--- config.mk ---
export PLATFORM = sky130hd
export DESIGN_NAME = tagged_field_zone_scanner
export DESIGN_NICKNAME = d
export VERILOG_FILES = /design/src/rtl/tfzs_pkg.sv /design/src/rtl/tfzs_hex_parser.sv /design/src/rtl/tagged_field_zone_scanner.sv
export SDC_FILE = /design/constraint.sdc
export NUM_CORES = 1
export LEC_CHECK = 0
export ABC_AREA = 1
export CAP_MARGIN = 20
export CELL_PAD_IN_SITES_DETAIL_PLACEMENT = 1
export CELL_PAD_IN_SITES_GLOBAL_PLACEMENT = 2
export CORE_ASPECT_RATIO = 0.6
export CORE_UTILIZATION = 38
export CTS_CLUSTER_SIZE = 24
export DETAILED_ROUTE_END_ITERATION = 16
export DONT_BUFFER_PORTS = 1
export GPL_ROUTABILITY_DRIVEN = 0
export HOLD_SLACK_MARGIN = 0.05
export PLACE_DENSITY_LB_ADDON = 0.1
export SLEW_MARGIN = 20
export SYNTH_ARGS = -nofsm -noshare
export SYNTH_HDL_FRONTEND = slang
export SYNTH_HIERARCHICAL = 1
export SYNTH_SLANG_ARGS = --single-unit
--- constraint.sdc ---
create_clock -name clock -period 7.2 [get_ports clock]
set_input_delay 0 -clock clock [delete_from_list [all_inputs] [get_ports clock]]
set_output_delay 0 -clock clock [all_outputs]
set_load 0.005 [all_outputs]
--- src/rtl/tfzs_pkg.sv ---
`timescale 1ns / 1ps
`default_nettype none

package tfzs_pkg;

   localparam int BufferBytes = 65536;
   localparam int PosWidth    = 17;

   localparam logic [7:0] SohByte   = 8'h01;
   localparam logic [7:0] SixChar   = 8'h36;
   localparam logic [7:0] SevenChar = 8'h37;
   localparam logic [7:0] EqualChar = 8'h3D;

   localparam logic [2:0] StFound    = 3'd0;
   localparam logic [2:0] StNoStart  = 3'd1;
   localparam logic [2:0] StBadStart = 3'd2;
   localparam logic [2:0] StNoEnd    = 3'd3;
   localparam logic [2:0] StBadEnd   = 3'd4;
   localparam logic [2:0] StMismatch = 3'd5;

   // The phase codes of the active phases double as the status of a range that ends early.
   typedef enum logic [2:0] {
      PH_IDLE        = 3'd0,
      PH_SEEK_START  = 3'd1,
      PH_START_VALUE = 3'd2,
      PH_SEEK_END    = 3'd3,
      PH_END_VALUE   = 3'd4
   } phase_type;

   typedef enum logic [2:0] {
      NS_SPACE,
      NS_SIGN,
      NS_ZERO,
      NS_PREFIX,
      NS_DIGITS
   } num_sub_type;

   typedef enum logic [1:0] {
      FEED_MORE,
      FEED_OK,
      FEED_BAD
   } feed_type;

   typedef struct packed {
      num_sub_type sub;
      logic        negative;
      logic [63:0] magnitude;
      logic        zero_end;
   } num_state_type;

   typedef struct packed {
      logic [2:0]  status;
      logic [15:0] field_id;
      logic [15:0] zone_start;
      logic [16:0] zone_end;
   } result_type;

   localparam num_state_type NumReset = '{sub: NS_SPACE, negative: 1'b0,
                                          magnitude: 64'd0, zero_end: 1'b0};

endpackage

`default_nettype wire

--- src/rtl/tfzs_hex_parser.sv ---
`timescale 1ns / 1ps
`default_nettype none

module tfzs_hex_parser (
   input  tfzs_pkg::num_state_type num_cur,
   input  logic [7:0]              data_byte,
   output tfzs_pkg::num_state_type num_next,
   output tfzs_pkg::feed_type      feed,
   output logic [15:0]             low_bits
);
   import tfzs_pkg::*;

   logic        is_digit;
   logic [3:0]  digit;
   logic [67:0] grown;
   logic        fits;

   always_comb begin
      is_digit = 1'b1;
      digit    = 4'd0;
      if (data_byte inside {[8'h30:8'h39]}) begin
         digit = 4'(data_byte - 8'h30);
      end else if (data_byte inside {[8'h61:8'h66]}) begin
         digit = 4'(data_byte - 8'h57);
      end else if (data_byte inside {[8'h41:8'h46]}) begin
         digit = 4'(data_byte - 8'h37);
      end else begin
         is_digit = 1'b0;
      end
   end

   // The magnitude may reach 2^63 only for a negative value.
   assign grown = {num_cur.magnitude, 4'h0} + {64'd0, digit};
   assign fits  = (grown[67:64] == 4'd0) &&
                  (!grown[63] || (num_cur.negative && (grown[62:0] == 63'd0)));

   assign low_bits = num_cur.negative ? 16'(16'd0 - num_cur.magnitude[15:0])
                                      : num_cur.magnitude[15:0];

   always_comb begin
      num_next = num_cur;
      feed     = FEED_MORE;
      if (num_cur.zero_end) begin
         feed = (data_byte == SohByte) ? FEED_OK : FEED_MORE;
      end else begin
         case (num_cur.sub)
            NS_SPACE: begin
               if (data_byte inside {8'h20, [8'h09:8'h0D]}) begin
                  feed = FEED_MORE;
               end else if (data_byte inside {8'h2B, 8'h2D}) begin
                  num_next.negative = (data_byte == 8'h2D);
                  num_next.sub      = NS_SIGN;
               end else if (data_byte == 8'h30) begin
                  num_next.sub = NS_ZERO;
               end else if (is_digit && fits) begin
                  num_next.magnitude = grown[63:0];
                  num_next.sub       = NS_DIGITS;
               end else begin
                  feed = FEED_BAD;
               end
            end
            NS_SIGN: begin
               if (data_byte == 8'h30) begin
                  num_next.sub = NS_ZERO;
               end else if (is_digit && fits) begin
                  num_next.magnitude = grown[63:0];
                  num_next.sub       = NS_DIGITS;
               end else begin
                  feed = FEED_BAD;
               end
            end
            NS_ZERO: begin
               if (data_byte inside {8'h78, 8'h58}) begin
                  num_next.sub = NS_PREFIX;
               end else if (is_digit) begin
                  if (fits) begin
                     num_next.magnitude = grown[63:0];
                     num_next.sub       = NS_DIGITS;
                  end else begin
                     feed = FEED_BAD;
                  end
               end else if (data_byte == 8'h00) begin
                  num_next.zero_end = 1'b1;
               end else if (data_byte == SohByte) begin
                  feed = FEED_OK;
               end else begin
                  feed = FEED_BAD;
               end
            end
            NS_PREFIX: begin
               if (is_digit && fits) begin
                  num_next.magnitude = grown[63:0];
                  num_next.sub       = NS_DIGITS;
               end else begin
                  feed = FEED_BAD;
               end
            end
            NS_DIGITS: begin
               if (is_digit) begin
                  if (fits) begin
                     num_next.magnitude = grown[63:0];
                  end else begin
                     feed = FEED_BAD;
                  end
               end else if (data_byte == 8'h00) begin
                  num_next.zero_end = 1'b1;
               end else if (data_byte == SohByte) begin
                  feed = FEED_OK;
               end else begin
                  feed = FEED_BAD;
               end
            end
            default: begin
               feed = FEED_BAD;
            end
         endcase
      end
   end

endmodule

`default_nettype wire

--- src/rtl/tagged_field_zone_scanner.sv ---
`timescale 1ns / 1ps
`default_nettype none

// Scans a byte stream for a field zone opened by SOH 6= id SOH and closed by SOH 7= id SOH.
// Each request carries one byte. The tuser bit starts a new scan at that byte, and tlast
// marks the final byte of the scan range. A scan ends in exactly one result with a status,
// the zone id and the zone's start and end positions.
// A request is accepted whenever the two-entry result queue has room, so one byte per cycle
// is sustained while results are taken; the byte state is updated in the cycle of acceptance.
// A result is registered as its final byte is accepted; it waits behind older results.
// When the receiver stalls, results wait in the queue, and requests stall only once both
// entries are full. Reset leaves the scanner idle with an empty queue; bytes that arrive
// while idle without the start flag are dropped.
module tagged_field_zone_scanner (
   input  wire logic        clock,
   input  wire logic        reset,
   input  wire logic        req_tvalid,
   output logic             req_tready,
   // data_byte [7:0], start_offset [23:8], before_is_soh [24], zeros above.
   input  wire logic [31:0] req_tdata,
   // first_byte.
   input  wire logic        req_tuser,
   // last_byte.
   input  wire logic        req_tlast,
   output logic             rsp_tvalid,
   input  wire logic        rsp_tready,
   // status [2:0], field_id [18:3], zone_start [34:19], zone_end [51:35], zeros above.
   output logic [55:0]      rsp_tdata
);
   import tfzs_pkg::*;

   phase_type             phase_ff, phase_in;
   logic [7:0]            prev_ff, prev_in;
   logic                  prev_valid_ff, prev_valid_in;
   logic                  bb_soh_ff, bb_soh_in;
   num_state_type         num_ff, num_in;
   logic [15:0]           open_id_ff, open_id_in;
   logic [15:0]           open_pos_ff, open_pos_in;
   logic [PosWidth-1:0]   pos_ff, pos_in;

   result_type            queue_ff [2];
   logic                  wr_ptr_ff, rd_ptr_ff;
   logic [1:0]            count_ff;

   logic                  accept, pop, push;
   logic [7:0]            data_byte;
   logic [15:0]           start_offset;
   logic                  lead_soh;
   phase_type             phase_w;
   logic [PosWidth-1:0]   pos_w;
   logic                  prev_valid_w;
   num_state_type         num_w, num_parsed;
   feed_type              feed;
   logic [15:0]           low_bits;
   logic                  mark_open, mark_close, done;
   result_type            res;
   result_type            head;

   assign data_byte    = req_tdata[7:0];
   assign start_offset = req_tdata[23:8];
   assign lead_soh     = req_tdata[24] && (start_offset != 16'd0);

   assign req_tready = (count_ff != 2'd2);
   assign accept     = req_tvalid && req_tready;
   assign rsp_tvalid = (count_ff != 2'd0);
   assign pop        = rsp_tvalid && rsp_tready;

   assign phase_w      = req_tuser ? PH_SEEK_START : phase_ff;
   assign pos_w        = req_tuser ? PosWidth'(start_offset) : PosWidth'(pos_ff + 1'b1);
   assign prev_valid_w = req_tuser ? 1'b0 : prev_valid_ff;
   assign num_w        = req_tuser ? NumReset : num_ff;

   assign mark_open  = prev_valid_w && bb_soh_ff && (prev_ff == SixChar) &&
                       (data_byte == EqualChar);
   assign mark_close = prev_valid_w && bb_soh_ff && (prev_ff == SevenChar) &&
                       (data_byte == EqualChar);

   tfzs_hex_parser u_parser (
      .num_cur   (num_w),
      .data_byte (data_byte),
      .num_next  (num_parsed),
      .feed      (feed),
      .low_bits  (low_bits)
   );

   always_comb begin
      phase_in      = phase_ff;
      prev_in       = prev_ff;
      prev_valid_in = prev_valid_ff;
      bb_soh_in     = bb_soh_ff;
      num_in        = num_ff;
      open_id_in    = open_id_ff;
      open_pos_in   = open_pos_ff;
      pos_in        = pos_ff;
      push          = 1'b0;
      done          = 1'b0;
      res           = '0;
      if (accept && (req_tuser || (phase_ff != PH_IDLE))) begin
         phase_in      = phase_w;
         pos_in        = pos_w;
         num_in        = num_w;
         bb_soh_in     = prev_valid_w ? (prev_ff == SohByte) : lead_soh;
         prev_in       = data_byte;
         prev_valid_in = 1'b1;
         case (phase_w)
            PH_SEEK_START: begin
               if (mark_open) begin
                  open_pos_in = 16'(pos_w - 1'b1);
                  num_in      = NumReset;
                  phase_in    = PH_START_VALUE;
               end
            end
            PH_START_VALUE: begin
               num_in = num_parsed;
               if (feed == FEED_OK) begin
                  open_id_in = low_bits;
                  phase_in   = PH_SEEK_END;
               end else if (feed == FEED_BAD) begin
                  res.status = StBadStart;
                  push       = 1'b1;
                  done       = 1'b1;
                  phase_in   = PH_IDLE;
               end
            end
            PH_SEEK_END: begin
               if (mark_close) begin
                  num_in   = NumReset;
                  phase_in = PH_END_VALUE;
               end
            end
            PH_END_VALUE: begin
               num_in = num_parsed;
               if (feed == FEED_OK) begin
                  res.status     = (low_bits == open_id_ff) ? StFound : StMismatch;
                  res.field_id   = open_id_ff;
                  res.zone_start = open_pos_ff;
                  res.zone_end   = 17'(pos_w + 1'b1);
                  push           = 1'b1;
                  done           = 1'b1;
                  phase_in       = PH_IDLE;
               end else if (feed == FEED_BAD) begin
                  res.status     = StBadEnd;
                  res.field_id   = open_id_ff;
                  res.zone_start = open_pos_ff;
                  push           = 1'b1;
                  done           = 1'b1;
                  phase_in       = PH_IDLE;
               end
            end
            default: begin
               phase_in = PH_IDLE;
               done     = 1'b1;
            end
         endcase
         if (!done && (req_tlast || (pos_w >= PosWidth'(BufferBytes - 1)))) begin
            res.status = 3'(phase_in);
            if ((phase_in == PH_SEEK_END) || (phase_in == PH_END_VALUE)) begin
               res.field_id   = open_id_in;
               res.zone_start = open_pos_in;
            end
            push     = 1'b1;
            phase_in = PH_IDLE;
         end
      end
   end

   always_ff @(posedge clock) begin
      if (reset) begin
         phase_ff      <= PH_IDLE;
         prev_valid_ff <= 1'b0;
         num_ff        <= NumReset;
      end else begin
         phase_ff      <= phase_in;
         prev_valid_ff <= prev_valid_in;
         num_ff        <= num_in;
      end
      prev_ff     <= prev_in;
      bb_soh_ff   <= bb_soh_in;
      open_id_ff  <= open_id_in;
      open_pos_ff <= open_pos_in;
      pos_ff      <= pos_in;
   end

   always_ff @(posedge clock) begin
      if (reset) begin
         wr_ptr_ff <= 1'b0;
         rd_ptr_ff <= 1'b0;
         count_ff  <= 2'd0;
      end else begin
         if (push) begin
            wr_ptr_ff <= !wr_ptr_ff;
         end
         if (pop) begin
            rd_ptr_ff <= !rd_ptr_ff;
         end
         count_ff <= 2'(count_ff + {1'b0, push} - {1'b0, pop});
      end
      if (push) begin
         queue_ff[wr_ptr_ff] <= res;
      end
   end

   assign head      = queue_ff[rd_ptr_ff];
   assign rsp_tdata = {4'd0, head.zone_end, head.zone_start, head.field_id, head.status};

   a_count_bound: assert property (@(posedge clock) disable iff (reset)
      count_ff <= 2'd2)
      else $error("result queue count out of range");

   a_status_range: assert property (@(posedge clock) disable iff (reset)
      rsp_tvalid |-> (rsp_tdata[2:0] <= StMismatch))
      else $error("result status out of range");

   a_last_ends_scan: assert property (@(posedge clock) disable iff (reset)
      (accept && req_tlast && (req_tuser || (phase_ff != PH_IDLE)) && !pop)
      |=> (count_ff == 2'($past(count_ff) + 2'd1)))
      else $error("final byte of an active scan gave no result");

   a_idle_after_last: assert property (@(posedge clock) disable iff (reset)
      (accept && req_tlast) |=> (phase_ff == PH_IDLE))
      else $error("scan still active after final byte");

endmodule

`default_nettype wire
==> results list, run 1 <==
- The biggest area contributor in the post-synthesis netlist is sky130_fd_sc_hd__edfxtp_1.
* Crit path launch type: primary input
- Post-CTS setup buffers: 0
- The number of max-slew violations in the final report was 0.
* Buffer levels on the longest clock path: 3
* Total I/O pin count: 96
* Wire length of the first global-routing pass: 69.8 mm
- Among all flip-flop cells after synthesis, the most frequent one is sky130_fd_sc_hd__edfxtp_1.
* Final worst path period need: 5470 ps
* TritonCTS clock tree: done
- Starting Density: 0.392
* Maximum resistive drop on vdd: 0.169 mV
* Post-Syn Area: 0.0144 sq mm
* Critical path class: primary input to flip-flop
* Clock root cell: sky130_fd_sc_hd__clkbuf_16
* Footprint of the multi-input gates: 0.00659 sq mm
- CTS built an H-tree with a depth of 1.
* DR vias/cell: 5.18
* CP max FO: 77
- Dividing the final minimum period by the clock period gives 0.760.
- The floorplan step set the die height to 153 um.
- Filler Cell Count: 4,524
- Vias in the first global route: 12,100
* Pre-Repair DR Iteration Count: 5
- Setup_tns: 0 ps
* Share of cells above drive strength 1: 0.0873
* Number of buffers added to fix hold violations after cts: 28
- Sinks on Clock Net: 240
* Sum of overflow across all layers after global routing: 0
- Number of failing hold endpoints at the final stage: 0
- Worst Path Arrival: 5650 ps
* Count leader, synth: sky130_fd_sc_hd__nand2_1
- The count of buffers added on input and output ports is 0.
* Total clock buffers created by CTS: 27
- During synthesis, Yosys emitted a total of 6 warnings.
- Yosys top cell area share: 0.337
* Slowest cell on crit path: sky130_fd_sc_hd__dlygate4sd3_1
* Final cell count without fillers: 2,419
* # DRC: 0
* Leakage component of the power: 6.26 nW
- Total area of sequential cells: 0.00643 sq mm
- Worst-path clk slew: 60 ps
- Antenna viol nets, final: 0
- Setup-failing EPs final: 0
- For this run, the slowest stage of the critical path takes 640 ps.
- Synthesis handed over a netlist of 1,911 instances.
* Top post-synthesis cells by area: sky130_fd_sc_hd__edfxtp_1, sky130_fd_sc_hd__nand2_1, sky130_fd_sc_hd__dfxtp_1
- Mean Syn Cell Area: 7.55 sq um
- Cell Rows: 54
* Hold Path Class: primary input to flip-flop
- Number of resized instances in the post-cts repair step: 0
* Measured slew at the worst slew-check pin: 961 ps
- Async set-reset flop share out of synthesis: 0
- Area growth syn-to-layout: 9.93%
- The commonest cells after synthesis are sky130_fd_sc_hd__nand2_1, sky130_fd_sc_hd__inv_1, sky130_fd_sc_hd__nor2_1.
- Yosys mapped the design onto 44 distinct sky130hd cell types.
- Cells after DPL: 2,340
- The worst setup path is captured at a flip-flop.
- Most frequent CP cell: sky130_fd_sc_hd__nand2_1
- Required arrival time at the worst endpoint: 7380 ps
- Overall die area: 0.0388 sq mm
* Gr usage total: 0.228
* Normalized max-slew margin: 0.359
* Number of flops mapped to enable cells by yosys: 162
- Dividing the detail-routed wire length by the instance count gives 18.4 um.
- The tool flagged a number of max-cap violations equal to 0.
* Result of the run: finished, final reports clean
* Fin Hold WS: 70.4 ps
- The initial antenna violation count was 1.
- Reg2reg setup slack: 2000 ps
- Number of storage elements in the synthesis netlist: 240
* Insertion delay to the later sink of the worst-skew pair: 550 ps
* Vias: 12,500
* Maximum number of pins on one net before global-route repair: 89
* Unrepaired setup endpoints after global routing: false
- Achievable frequency: 0.183 GHz
* Die W: 254 um
- The routed design has 44.6 mm of wire.
* Final worst clock skew: 11.1 ps
* Area of the placeable core: 0.0368 sq mm
- Dividing total power by cell area gives a power density of 239 mW/mm^2.
- DR iter-0 viols: 884
- Post-detailed-placement half-perimeter wirelength: 30.0 mm
- Grouping stages by cell kind, the critical path spends the most delay in simple AND/OR/NAND/NOR gates.
- Worst path bufs/invs: 5
- Sequential cell area fraction in the yosys report: 0.446
* Final Net Count: 1,945
==> sequential cells by signal, indices dropped and copies added, names as in the netlist, named ones only <==
| signal | cells |
|---|---|
| bb_soh_ff | 1 |
| count_ff | 2 |
| num_ff | 69 |
| open_id_ff | 16 |
| open_pos_ff | 16 |
| phase_ff | 3 |
| pos_ff | 17 |
| prev_ff | 8 |
| prev_valid_ff | 1 |
| queue_ff | 104 |
| rd_ptr_ff | 1 |
| wr_ptr_ff | 1 |
==> worst min-delay path, cell delays in order <==
cell and delay, ps:
sky130_fd_sc_hd__inv_1 40, sky130_fd_sc_hd__nand2_1 130, sky130_fd_sc_hd__nand4_4 140, sky130_fd_sc_hd__nand2_1 90, sky130_fd_sc_hd__a21oi_1 40
==> metrics by stage <==
stage | setup slack [ps] | utilization | power, mW | area [sq um]
finish | 1730 | 0.431 | 3.79 | 15900
global route | 1390 | 0.431 | 3.97 | 15900
CTS | 1750 | 0.430 | 3.83 | 15900
detailed placement | 2030 | 0.399 | 2.43 | 14700
global placement | 2060 | 0.399 | 2.40 | 14700
floorplan | 1770 | - | 2.22 | 14400
==> path summary, 6_finish.rpt <==
kind | startpoint | end | depth (start not counted)
max reg2reg | num_ff[1]$_SDFFE_PP0P_ | queue_ff[0][27]$_DFFE_PP_ | 26
max | req_tuser | queue_ff[0][27]$_DFFE_PP_ | 27
min | req_tdata[11] | queue_ff[1][3]$_DFFE_PP_ | 5
min reg2reg | rd_ptr_ff$_SDFFE_PP0P_ | flip-flop | 1
==> kinds of logic after synthesis <==
logic type / synth area share
buffers and inverters: 0.100
other: 0.000260
multiplexers: 0.0406
flip-flops: 0.446
AO/OA/AOI/OAI: 0.115
adder cells (fa/ha/maj): 0.0121
XOR/XNOR: 0.0146
AND/OR/NAND/NOR: 0.272
==> per-layer routing <==
layer  up-vias  track usage  routed length, um  share of wire
li1       6207            -                  -              -
met1      6076        0.369              24000           0.54
met2       215        0.315              17700           0.40
met3        37       0.0400               2330          0.052
met4         0       0.0317                535          0.012
met5         -            0                  0              0
==> cell usage in the layout (no fill, tap or decap), types with 3 or more instances in the layout <==
cell type                       netlist  routed
sky130_fd_sc_hd__inv_1              248     245
sky130_fd_sc_hd__clkinv_1             0       5
sky130_fd_sc_hd__nand3_1             57      57
sky130_fd_sc_hd__clkinvlp_2           0       3
sky130_fd_sc_hd__ha_1                14      14
sky130_fd_sc_hd__nor3_1              25      25
sky130_fd_sc_hd__dlygate4sd3_1        0      27
sky130_fd_sc_hd__dfxtp_1             78      77
sky130_fd_sc_hd__clkinvlp_4           0       4
sky130_fd_sc_hd__inv_2                7       8
sky130_fd_sc_hd__nor2_2               7       7
sky130_fd_sc_hd__nor2_4               8       9
sky130_fd_sc_hd__o21ai_1             17      17
sky130_fd_sc_hd__xor2_1              21      21
sky130_fd_sc_hd__nand2_2             13      14
sky130_fd_sc_hd__mux2_2              52      52
sky130_fd_sc_hd__o21ai_0            160     160
sky130_fd_sc_hd__conb_1               1       4
sky130_fd_sc_hd__clkbuf_16            0      27
sky130_fd_sc_hd__or2_2                7       7
sky130_fd_sc_hd__a21oi_1             45      44
sky130_fd_sc_hd__clkinv_2             0       4
sky130_fd_sc_hd__clkbuf_1            49       3
sky130_fd_sc_hd__edfxtp_1           162     162
sky130_fd_sc_hd__nand3_4              3       3
sky130_fd_sc_hd__xnor2_1              3       3
sky130_fd_sc_hd__a31oi_1             74      74
sky130_fd_sc_hd__buf_4                6      13
sky130_fd_sc_hd__nor2_1             246     245
sky130_fd_sc_hd__nand4_1             30      30
sky130_fd_sc_hd__nand2_1            514     513
sky130_fd_sc_hd__nor4_1               7       7
==> final cells by class <==
cell class | count | share of cell area
Antenna cell | 1 | 0.000158
Clock buffer | 30 | 0.0433
Clock inverter | 20 | 0.0105
Inverter | 255 | 0.0607
Multi-Input combinational cell | 1328 | 0.415
Sequential cell | 240 | 0.405
Tap cell | 504 | 0.0398
Timing Repair Buffer | 41 | 0.0249
==> power breakdown <==
group          leakage (nW)  total (mW)  switching, mW  internal (mW)
Combinational          3.65       0.786          0.540          0.246
Sequential             2.22        1.64         0.0545           1.59
Clock                 0.400        1.36          0.603          0.762
Total                  6.26        3.79           1.20           2.59
(Power assumes the default switching activity.)
==> run 2: changes to the inputs <==
--- a/config.mk
+++ b/config.mk
@@ -10,7 +10,7 @@
 export CELL_PAD_IN_SITES_DETAIL_PLACEMENT = 1
 export CELL_PAD_IN_SITES_GLOBAL_PLACEMENT = 2
 export CORE_ASPECT_RATIO = 0.6
-export CORE_UTILIZATION = 38
+export CORE_UTILIZATION = 34
 export CTS_CLUSTER_SIZE = 24
 export DETAILED_ROUTE_END_ITERATION = 16
 export DONT_BUFFER_PORTS = 1
==> constraint.sdc (replaced) <==
create_clock -name clock -period 4.4 [get_ports clock]
set_input_delay 0 -clock clock [delete_from_list [all_inputs] [get_ports clock]]
set_output_delay 0 -clock clock [all_outputs]
set_load 0.005 [all_outputs]
==> run 2 against run 1 <==
First-iteration DRC count fell by 0.45%. Sequential share of layout area fell by 1.4 points. Critical path depth fell by 1. Wire length rose by 8.8%. Clock-buffer cell count rose by 9. Setup slack got worse by 1300 ps. Core utilization fell by 3.8 points. Worst hold slack got worse by 3.0 ps.
==> results list, run 2 (synthesis results as in run 1) <==
- Result of the run: finished, final reports clean (unchanged).
- The maximum number of pins on one net before global-route repair was 136 (was 89).
* Normalized max-slew margin: 0.384 (was 0.359)
- The clock latency reported for the late side of the worst-skew pair is 570 ps (was 550 ps).
- Pre-Repair DR Iteration Count: 5 (unchanged)
* Final worst clock skew: 15.3 ps (was 11.1 ps)
* DR vias/cell: 5.06 (was 5.18)
* Critical path class: flip-flop to flip-flop (was primary input to flip-flop)
* Measured slew at the worst slew-check pin: 924 ps (was 961 ps)
- Final number of max-transition violations: 0 (unchanged)
- The power per cell area is 402 mW/mm^2 (was 239 mW/mm^2).
- Crit path launch type: flip-flop (was primary input)
- Number of antenna repair diodes: 0 (was 1)
- Cell Rows: 58 (was 54)
- Area of the placeable core: 0.0419 sq mm (was 0.0368 sq mm)
- Gr usage total: 0.223 (was 0.228)
- Number of antenna violations at the first check in global routing: 0 (was 1)
* Unrepaired setup endpoints after global routing: false (unchanged)
- Counting I/O delays and the setup requirement, the final critical path takes 4020 ps.
- CP max FO: 5 (was 77)
- The utilization after layout came to 0.392 (was 0.431).
- # DRC: 0 (unchanged)
- Total I/O pin count: 96 (unchanged)
- Number of buffers added on ports: 0 (unchanged)
- The required time at the worst-slack endpoint was 4890 ps (was 7380 ps).
- Pre-CTS WS: 298 ps (was 2030 ps)
- The x dimension of the die is 268 um (was 254 um).
* Post-detailed-placement half-perimeter wirelength: 32.7 mm (was 30.0 mm)
- Clock root cell: sky130_fd_sc_hd__clkbuf_16 (unchanged)
* Largest registers in the final layout: queue_ff (104), num_ff (69), pos_ff (17) (unchanged)
- DR iter-0 viols: 880 (was 884)
- Most used cells in the layout excluding fill and tap cells: sky130_fd_sc_hd__nand2_1, sky130_fd_sc_hd__inv_1, sky130_fd_sc_hd__nor2_1 (was sky130_fd_sc_hd__nand2_1, sky130_fd_sc_hd__nor2_1, sky130_fd_sc_hd__inv_1)
- Most frequent standard cell in the layout excluding fill and tap cells: sky130_fd_sc_hd__nand2_1 (unchanged)
- The static leakage came to 6.54 nW (was 6.26 nW).
* Share of cells above drive strength 1: 0.104 (was 0.0873)
* Average wire per standard cell: 19.3 um (was 18.4 um)
* Worst Setup Slack, final: 381 ps (was 1730 ps)
- The aggregate negative setup slack came to 0 ps (unchanged).
* Setup-failing EPs final: 0 (unchanged)
- The worst hold margin was 67.4 ps (was 70.4 ps).
* Maximum resistive drop on vdd: 0.283 mV (was 0.169 mV)
* Top reg by flops: queue_ff (unchanged)
* Largest register FFs: 104 (unchanged)
* Achievable frequency: 0.249 GHz
- Worst-path clk slew: 60 ps (about the same)
* Sinks on Clock Net: 240 (unchanged)
- Vias in the first global route: 12,500 (was 12,100)
- Number of failing hold endpoints at the final stage: 0 (unchanged)
- The maximum clock insertion buffer count is 3 (unchanged).
- The number of buffers created by CTS was 28 (was 27).
* Wire length of the first global-routing pass: 75.1 mm (was 69.8 mm)
- The fill cell total of the finished layout was 5,127 (was 4,524).
- Overall die area: 0.0433 sq mm (was 0.0388 sq mm)
- Vias: 12,700 (was 12,500)
- Portion of the clock cycle consumed by the worst path in the final layout: 0.913
- The TritonCTS clock tree is done (unchanged).
- The total detailed-routing wirelength is 48.5 mm (was 44.6 mm).
- Area growth syn-to-layout: 13.8% (was 9.93%)
- Antenna viol nets, final: 0 (unchanged)
- The overflow left after global routing came to 0 (unchanged).
- Hold Path Class: primary input to flip-flop (unchanged)
* Category of the worst setup path capture point: flip-flop (unchanged)
- Die height: 162 um (was 153 um)
* Final Net Count: 1,978 (was 1,945)
- Max Cap Violations: 0 (unchanged)
- Level count of the clock H-tree: 1 (unchanged)
- The initial core utilization was 0.344 (was 0.392).
* Worst Path Arrival: 4510 ps (was 5650 ps)
run 2: cell types whose count changed in the layout (fill, tap and decap cells not counted), moves of 4 or more:
cell                        before  now
sky130_fd_sc_hd__nor2_1        245  241
sky130_fd_sc_hd__buf_12          0    5
sky130_fd_sc_hd__nor2_2          7   11
sky130_fd_sc_hd__clkbuf_16      27   31
sky130_fd_sc_hd__buf_4          13   36
run 2: final timing paths:
| kind | start | endpoint | slack [ps] | depth (start not counted) |
|---|---|---|---|---|
| max | pos_ff[0]$_DFFE_PP_ | count_ff[1]$_SDFF_PP0_ | 380 | 26 |
| min | reset | wr_ptr_ff$_SDFFE_PP0P_ | 70 | 4 |
| max reg2reg | pos_ff[0]$_DFFE_PP_ | count_ff[1]$_SDFF_PP0_ | 380 | 26 |
| min reg2reg | rd_ptr_ff$_SDFFE_PP0P_ | flip-flop | 460 | 1 |
run 2: area by class of cell:
| cell class | count | area, sq um | area share |
|---|---|---|---|
| Multi-Input combinational cell | 1328 | 6600 | 0.402 |
| Sequential cell | 240 | 6430 | 0.391 |
| Inverter | 255 | 962 | 0.0586 |
| Clock buffer | 39 | 808 | 0.0492 |
| Tap cell | 570 | 713 | 0.0434 |
| Timing Repair Buffer | 73 | 711 | 0.0433 |
| Clock inverter | 12 | 196 | 0.0120 |
run 2: critical path, cell delays in order, from the launching register on:
cell                       delay, ps
sky130_fd_sc_hd__edfxtp_1        480
sky130_fd_sc_hd__ha_1            330
sky130_fd_sc_hd__inv_1            40
sky130_fd_sc_hd__nand2_1          60
sky130_fd_sc_hd__nand2_2         130
sky130_fd_sc_hd__inv_1           130
sky130_fd_sc_hd__ha_1            190
sky130_fd_sc_hd__nand2_1          70
sky130_fd_sc_hd__nor2_1          150
sky130_fd_sc_hd__nand2_1         120
sky130_fd_sc_hd__nor2_2          190
sky130_fd_sc_hd__nand2_2         120
sky130_fd_sc_hd__nor4_2          180
sky130_fd_sc_hd__ha_1            190
sky130_fd_sc_hd__nor2_1           40
sky130_fd_sc_hd__nand2_1          60
sky130_fd_sc_hd__inv_1            60
sky130_fd_sc_hd__nand2_2         110
sky130_fd_sc_hd__nand2_1          80
sky130_fd_sc_hd__nand2_1         120
sky130_fd_sc_hd__nand2_1         120
sky130_fd_sc_hd__ha_1            330
sky130_fd_sc_hd__inv_1            40
sky130_fd_sc_hd__ha_1            170
sky130_fd_sc_hd__xor2_1          170
sky130_fd_sc_hd__o21ai_0         100
sky130_fd_sc_hd__a21oi_1         170
run 2: layer usage:
| metal | global-route usage | part of all wire | up-vias |
|---|---|---|---|
| met5 | 0 | 0 | - |
| met4 | 0.0249 | 0.0083 | 0 |
| met3 | 0.0337 | 0.051 | 36 |
| met2 | 0.294 | 0.38 | 235 |
| met1 | 0.376 | 0.56 | 6202 |
| li1 | - | - | 6261 |
run 2: per-stage QoR:
step,total power [mW],cells,area (sq um)
final,6.60,2517,16400
after global routing,6.92,2517,16400
after CTS,6.66,2514,16400
after detailed placement,4.02,2433,15000
after global placement,3.99,2433,15000
after floorplan,3.64,1914,14400
run 2: repair_timing:
item / CTS / global route
hold buffers: 30 / 0
hold endpoints to repair: 114 / 0
setup buffers: 0 / 1
endpoints found under the setup margin: 0 / 171
gates resized for setup: 0 / 8
run 2: power breakdown:
group	total [mW]	switching (mW)	leakage, nW	internal (mW)
Clock	2.57	1.04	0.484	1.53
Combinational	1.31	0.879	3.84	0.434
Sequential	2.71	0.120	2.22	2.59
Total	6.60	2.04	6.54	4.56
==> run 3: changes to the inputs <==
--- a/config.mk
+++ b/config.mk
@@ -20,5 +20,4 @@
 export SLEW_MARGIN = 20
 export SYNTH_ARGS = -nofsm -noshare
 export SYNTH_HDL_FRONTEND = slang
-export SYNTH_HIERARCHICAL = 1
 export SYNTH_SLANG_ARGS = --single-unit
==> run 3 against run 2 <==
Non-clock buffer count is 46 higher. Setup slack got worse by 30 ps. Core utilization grew 0.94 points. Critical path type unchanged. Critical path depth fell by 1. Worst hold slack got worse by 1.1 ps. Die area grew 8.8%. Clock skew grew 8.9 ps. Wire length is 20% higher. Largest cell class unchanged. Global-route usage rose by 2.0 points. Synthesized cell count grew 15%. Sequential share of layout area down 3.7 points. First-iteration DRC count up 41%.
==> results list, run 3 <==
- Net switching component of the power: 2.10 mW (was 2.04 mW)
* Setup_tns: 0 ps (unchanged)
* Measured slew at the worst slew-check pin: 887 ps (was 924 ps)
- Power Internal: 4.62 mW (was 4.56 mW)
- Average wire per standard cell: 20.3 um (was 19.3 um)
* Area of the placeable core: 0.0452 sq mm (was 0.0419 sq mm)
- Share of cells above drive strength 1: 0.112 (was 0.104)
- Worst-path clk slew: 60 ps (about the same)
- The die area is 0.0471 sq mm (was 0.0433 sq mm).
* Number of distinct library cells after synthesis: 55 (was 44)
- The row count came to 60 (was 58).
- Setup-failing EPs final: 0 (unchanged)
* Post-Syn Area: 0.0157 sq mm (was 0.0144 sq mm)
- The worst-case reg-to-reg path depth was 25 (was 26).
- Largest registers in the final layout: queue_ff (104), num_ff (69), pos_ff (17) (unchanged)
- The portion of total power attributed to the clock network came to 0.385 (was 0.390).
* Area of all placed cells without fillers: 0.0181 sq mm (was 0.0164 sq mm)
- Final cell count without fillers: 2,874 (was 2,517)
- The clock latency reported for the late side of the worst-skew pair is 580 ps (was 570 ps).
- The path type of the worst min-delay path was primary input to flip-flop (unchanged).
* Library cell occupying the most area in the post-synthesis netlist: sky130_fd_sc_hd__edfxtp_1 (unchanged)
- Met3 routed wirelength: 2.96 mm (was 2.46 mm)
- The initial core utilization is 0.347 (was 0.344).
- The element type at the critical path end is a flip-flop (unchanged).
- Yosys Warn Count: 0 (was 6)
- The top fanout value on the critical path is 32 (was 5).
* Die height: 168 um (was 162 um)
- M1 wire length: 32.0 mm (was 27.4 mm)
- Final number of max-transition violations: 0 (unchanged)
- The most common cell after layout, fill and taps aside is sky130_fd_sc_hd__nand2_1 (unchanged).
- The number of detailed-route iterations in the first pass came to 5 (unchanged).
- The pre-CTS setup slack came to 159 ps (was 298 ps).
- The maximum number of pins on one net before global-route repair came to 109 (was 136).
- Area growth syn-to-layout: 15.5% (was 13.8%)
* Synth Flop Type: sky130_fd_sc_hd__edfxtp_1 (unchanged)
- Count leader, synth: sky130_fd_sc_hd__nand2_1 (unchanged)
- Unrepaired setup endpoints after global routing: true (was false).
- Total clock buffers created by CTS: 27 (was 28)
- Crit path launch type: flip-flop (unchanged)
- Number of buffers added on ports: 0 (unchanged)
- Most instantiated cells after synthesis: sky130_fd_sc_hd__nand2_1, sky130_fd_sc_hd__a21oi_1, sky130_fd_sc_hd__inv_1 (was sky130_fd_sc_hd__nand2_1, sky130_fd_sc_hd__inv_1, sky130_fd_sc_hd__nor2_1)
- DR iter-0 viols: 1,245 (was 880)
* Post-detailed-placement half-perimeter wirelength: 40.1 mm (was 32.7 mm)
* Async set-reset flop share out of synthesis: 0 (unchanged)
- The total detailed-routing wirelength came to 58.4 mm (was 48.5 mm).
- Portion of the clock cycle consumed by the worst path in the final layout: 0.920 (was 0.913)
- Mean Syn Cell Area: 7.13 sq um (was 7.55 sq um)
- TritonCTS clock tree: done (unchanged)
- DR vias/cell: 5.33 (was 5.06)
- The proportion of synthesized chip area in sequential cells came to 0.409 (was 0.446).
- Fin Hold WS: 66.3 ps (was 67.4 ps)
- The number of nets in the layout is 2,284 (was 1,978).
- Critical path class: flip-flop to flip-flop (unchanged)
- Number of antenna violations at the first check in global routing: 0 (unchanged)
* Gr usage total: 0.243 (was 0.223)
* Yosys top cell area share: 0.310 (was 0.337)
- Largest register FFs: 104 (unchanged)
* Sw Share: 0.313 (was 0.310)
* Antenna viol nets, final: 0 (unchanged)
- Number of flops mapped to enable cells by yosys: 162 (unchanged)
- The overflow left after global routing came to 0 (unchanged).
* Total I/O pin count: 96 (unchanged)
* Die W: 279 um (was 268 um)
- The cell count after placement came to 2,779 (was 2,433).
- The worst-case headroom to the max-slew limit was 0.402 (was 0.384).
- Maximum resistive drop on vdd: 0.252 mV (was 0.283 mV)
- The number of hold-slack violations in the final timing report came to 0 (unchanged).
- The maximum clock frequency came to 0.247 GHz (was 0.249 GHz).
- The final critical-path setup slack was 351 ps (was 381 ps).
- Buffer levels on the longest clock path: 3 (unchanged)
* # DRC: 0 (unchanged)
- Top post-synthesis cells by area: sky130_fd_sc_hd__edfxtp_1, sky130_fd_sc_hd__nand2_1, sky130_fd_sc_hd__dfxtp_1 (unchanged)
- The uppermost layer routed was met4 (unchanged).
- Combinational Power Share: 0.215 (was 0.199)
* Vias: 15,300 (was 12,700)
* Sinks on Clock Net: 240 (unchanged)
- The total cell area at the placement stage came to 0.0166 sq mm (was 0.0150 sq mm).
- Final cell utilization of the core: 0.401 (was 0.392)
- Filler Cell Count: 5,614 (was 5,127)
- Reg2reg setup slack: 350 ps (was 380 ps)
- Hold path cells: 3 (was 4)
- Number of storage elements in the synthesis netlist: 240 (unchanged)
- Power Dens Cells: 370 mW/mm^2 (was 402 mW/mm^2)
- Leakage component of the power: 7.22 nW (was 6.54 nW)
- Final worst clock skew: 24.2 ps (was 15.3 ps)
* Clock root cell: sky130_fd_sc_hd__clkbuf_16 (unchanged)
- Most used cells in the layout excluding fill and tap cells: sky130_fd_sc_hd__nand2_1, sky130_fd_sc_hd__a21oi_1, sky130_fd_sc_hd__inv_1 (was sky130_fd_sc_hd__nand2_1, sky130_fd_sc_hd__inv_1, sky130_fd_sc_hd__nor2_1).
- The via count of the first global-routing pass came to 14,600 (was 12,500).
- Wire length of the first global-routing pass: 89.1 mm (was 75.1 mm)
- The CTS H-tree depth came to 1 (unchanged).
* Cells after synthesis: 2,201 (was 1,911)
* Max Cap Violations: 0 (unchanged)
- Worst Path Arrival: 4360 ps (was 4510 ps)
* Total power after layout: 6.72 mW (was 6.60 mW)
* Sequential share of power: 0.400 (was 0.411)
- Metal2 WL: 22.8 mm (was 18.3 mm)
- The minimum period implied by the final worst setup slack was 4050 ps (was 4020 ps).
* Required arrival time at the worst endpoint: 4710 ps (was 4890 ps)
* Result of the run: finished, final reports clean (unchanged)
* Top reg by flops: queue_ff (unchanged)
run 3: timing repair:
item                                    4_1_cts  5_1_grt
setup buffers                                 0        8
hold buffers                                 35        0
resized for setup                             0       23
endpoints found under the setup margin        0      172
hold endpoints to repair                    136        0
run 3: cell type report:
| type | count | area, sq um | area share |
|---|---|---|---|
| antenna | 1 | 2.50 | 0.000138 |
| inverter | 211 | 800 | 0.0441 |
| tap | 620 | 776 | 0.0428 |
| clock buffer | 31 | 691 | 0.0381 |
| timing repair buffer | 119 | 1110 | 0.0611 |
| sequential | 240 | 6430 | 0.354 |
| clock inverter | 19 | 295 | 0.0163 |
| multi-input combinational | 1633 | 8040 | 0.443 |
run 3: worst paths after layout:
check / endpoint / from
setup reg to reg: queue_ff[1][36]$_DFFE_PP_ / num_ff[19]$_SDFFE_PP0P_
hold reg to reg: flip-flop / rd_ptr_ff$_SDFFE_PP0P_
setup / recovery: queue_ff[1][36]$_DFFE_PP_ / num_ff[19]$_SDFFE_PP0P_
hold / removal: pos_ff[1]$_DFFE_PP_ / req_tuser
run 3: worst max-delay path: stages (launching register included):
cell and delay (ps):
sky130_fd_sc_hd__dfxtp_1 370, sky130_fd_sc_hd__o21ai_0 170, sky130_fd_sc_hd__buf_4 150, sky130_fd_sc_hd__nand2_1 130, sky130_fd_sc_hd__nor2_1 140, sky130_fd_sc_hd__nand2_1 160, sky130_fd_sc_hd__nor2_1 130, sky130_fd_sc_hd__nand3_1 80
sky130_fd_sc_hd__nor2_1 130, sky130_fd_sc_hd__nand2_1 80, sky130_fd_sc_hd__nand2_2 90, sky130_fd_sc_hd__nand2_4 50, sky130_fd_sc_hd__o21ai_0 90, sky130_fd_sc_hd__a21oi_2 110, sky130_fd_sc_hd__inv_1 90, sky130_fd_sc_hd__ha_2 240
sky130_fd_sc_hd__inv_1 90, sky130_fd_sc_hd__nor2_1 190, sky130_fd_sc_hd__inv_1 110, sky130_fd_sc_hd__o2111ai_1 170, sky130_fd_sc_hd__nand2_1 160, sky130_fd_sc_hd__nand2_2 170, sky130_fd_sc_hd__nand3_4 180, sky130_fd_sc_hd__buf_12 220
sky130_fd_sc_hd__o21ai_1 160, sky130_fd_sc_hd__a21oi_2 70
run 3: cell families after synthesis:
kind of cell / Yosys count / share of synthesized area
xor gates and xnor gates: 26 / 0.0145
adders and majority gates: 14 / 0.0112
DFF: 240 / 0.409
muxes: 53 / 0.0379
buffers and inverters: 332 / 0.0861
AOI/OAI and AO/OA: 514 / 0.170
other: 1 / 0.000239
and+or+nand+nor: 1021 / 0.271
run 3: power groups by stage:
stage	clock network (mW)	logic [mW]	registers, mW
after CTS	2.66	1.43	2.68
after global routing	2.72	1.59	2.71
after detailed placement	0	1.37	2.73
after global placement	0	1.34	2.73
after floorplan	0	0.974	2.70
final	2.59	1.45	2.69
run 3: metal layers:
metal | vias to the layer above | GRT usage
met4 | 0 | 0.0347
li1 | 7430 | -
met1 | 7552 | 0.402
met5 | - | 0
met2 | 310 | 0.331
met3 | 39 | 0.0320
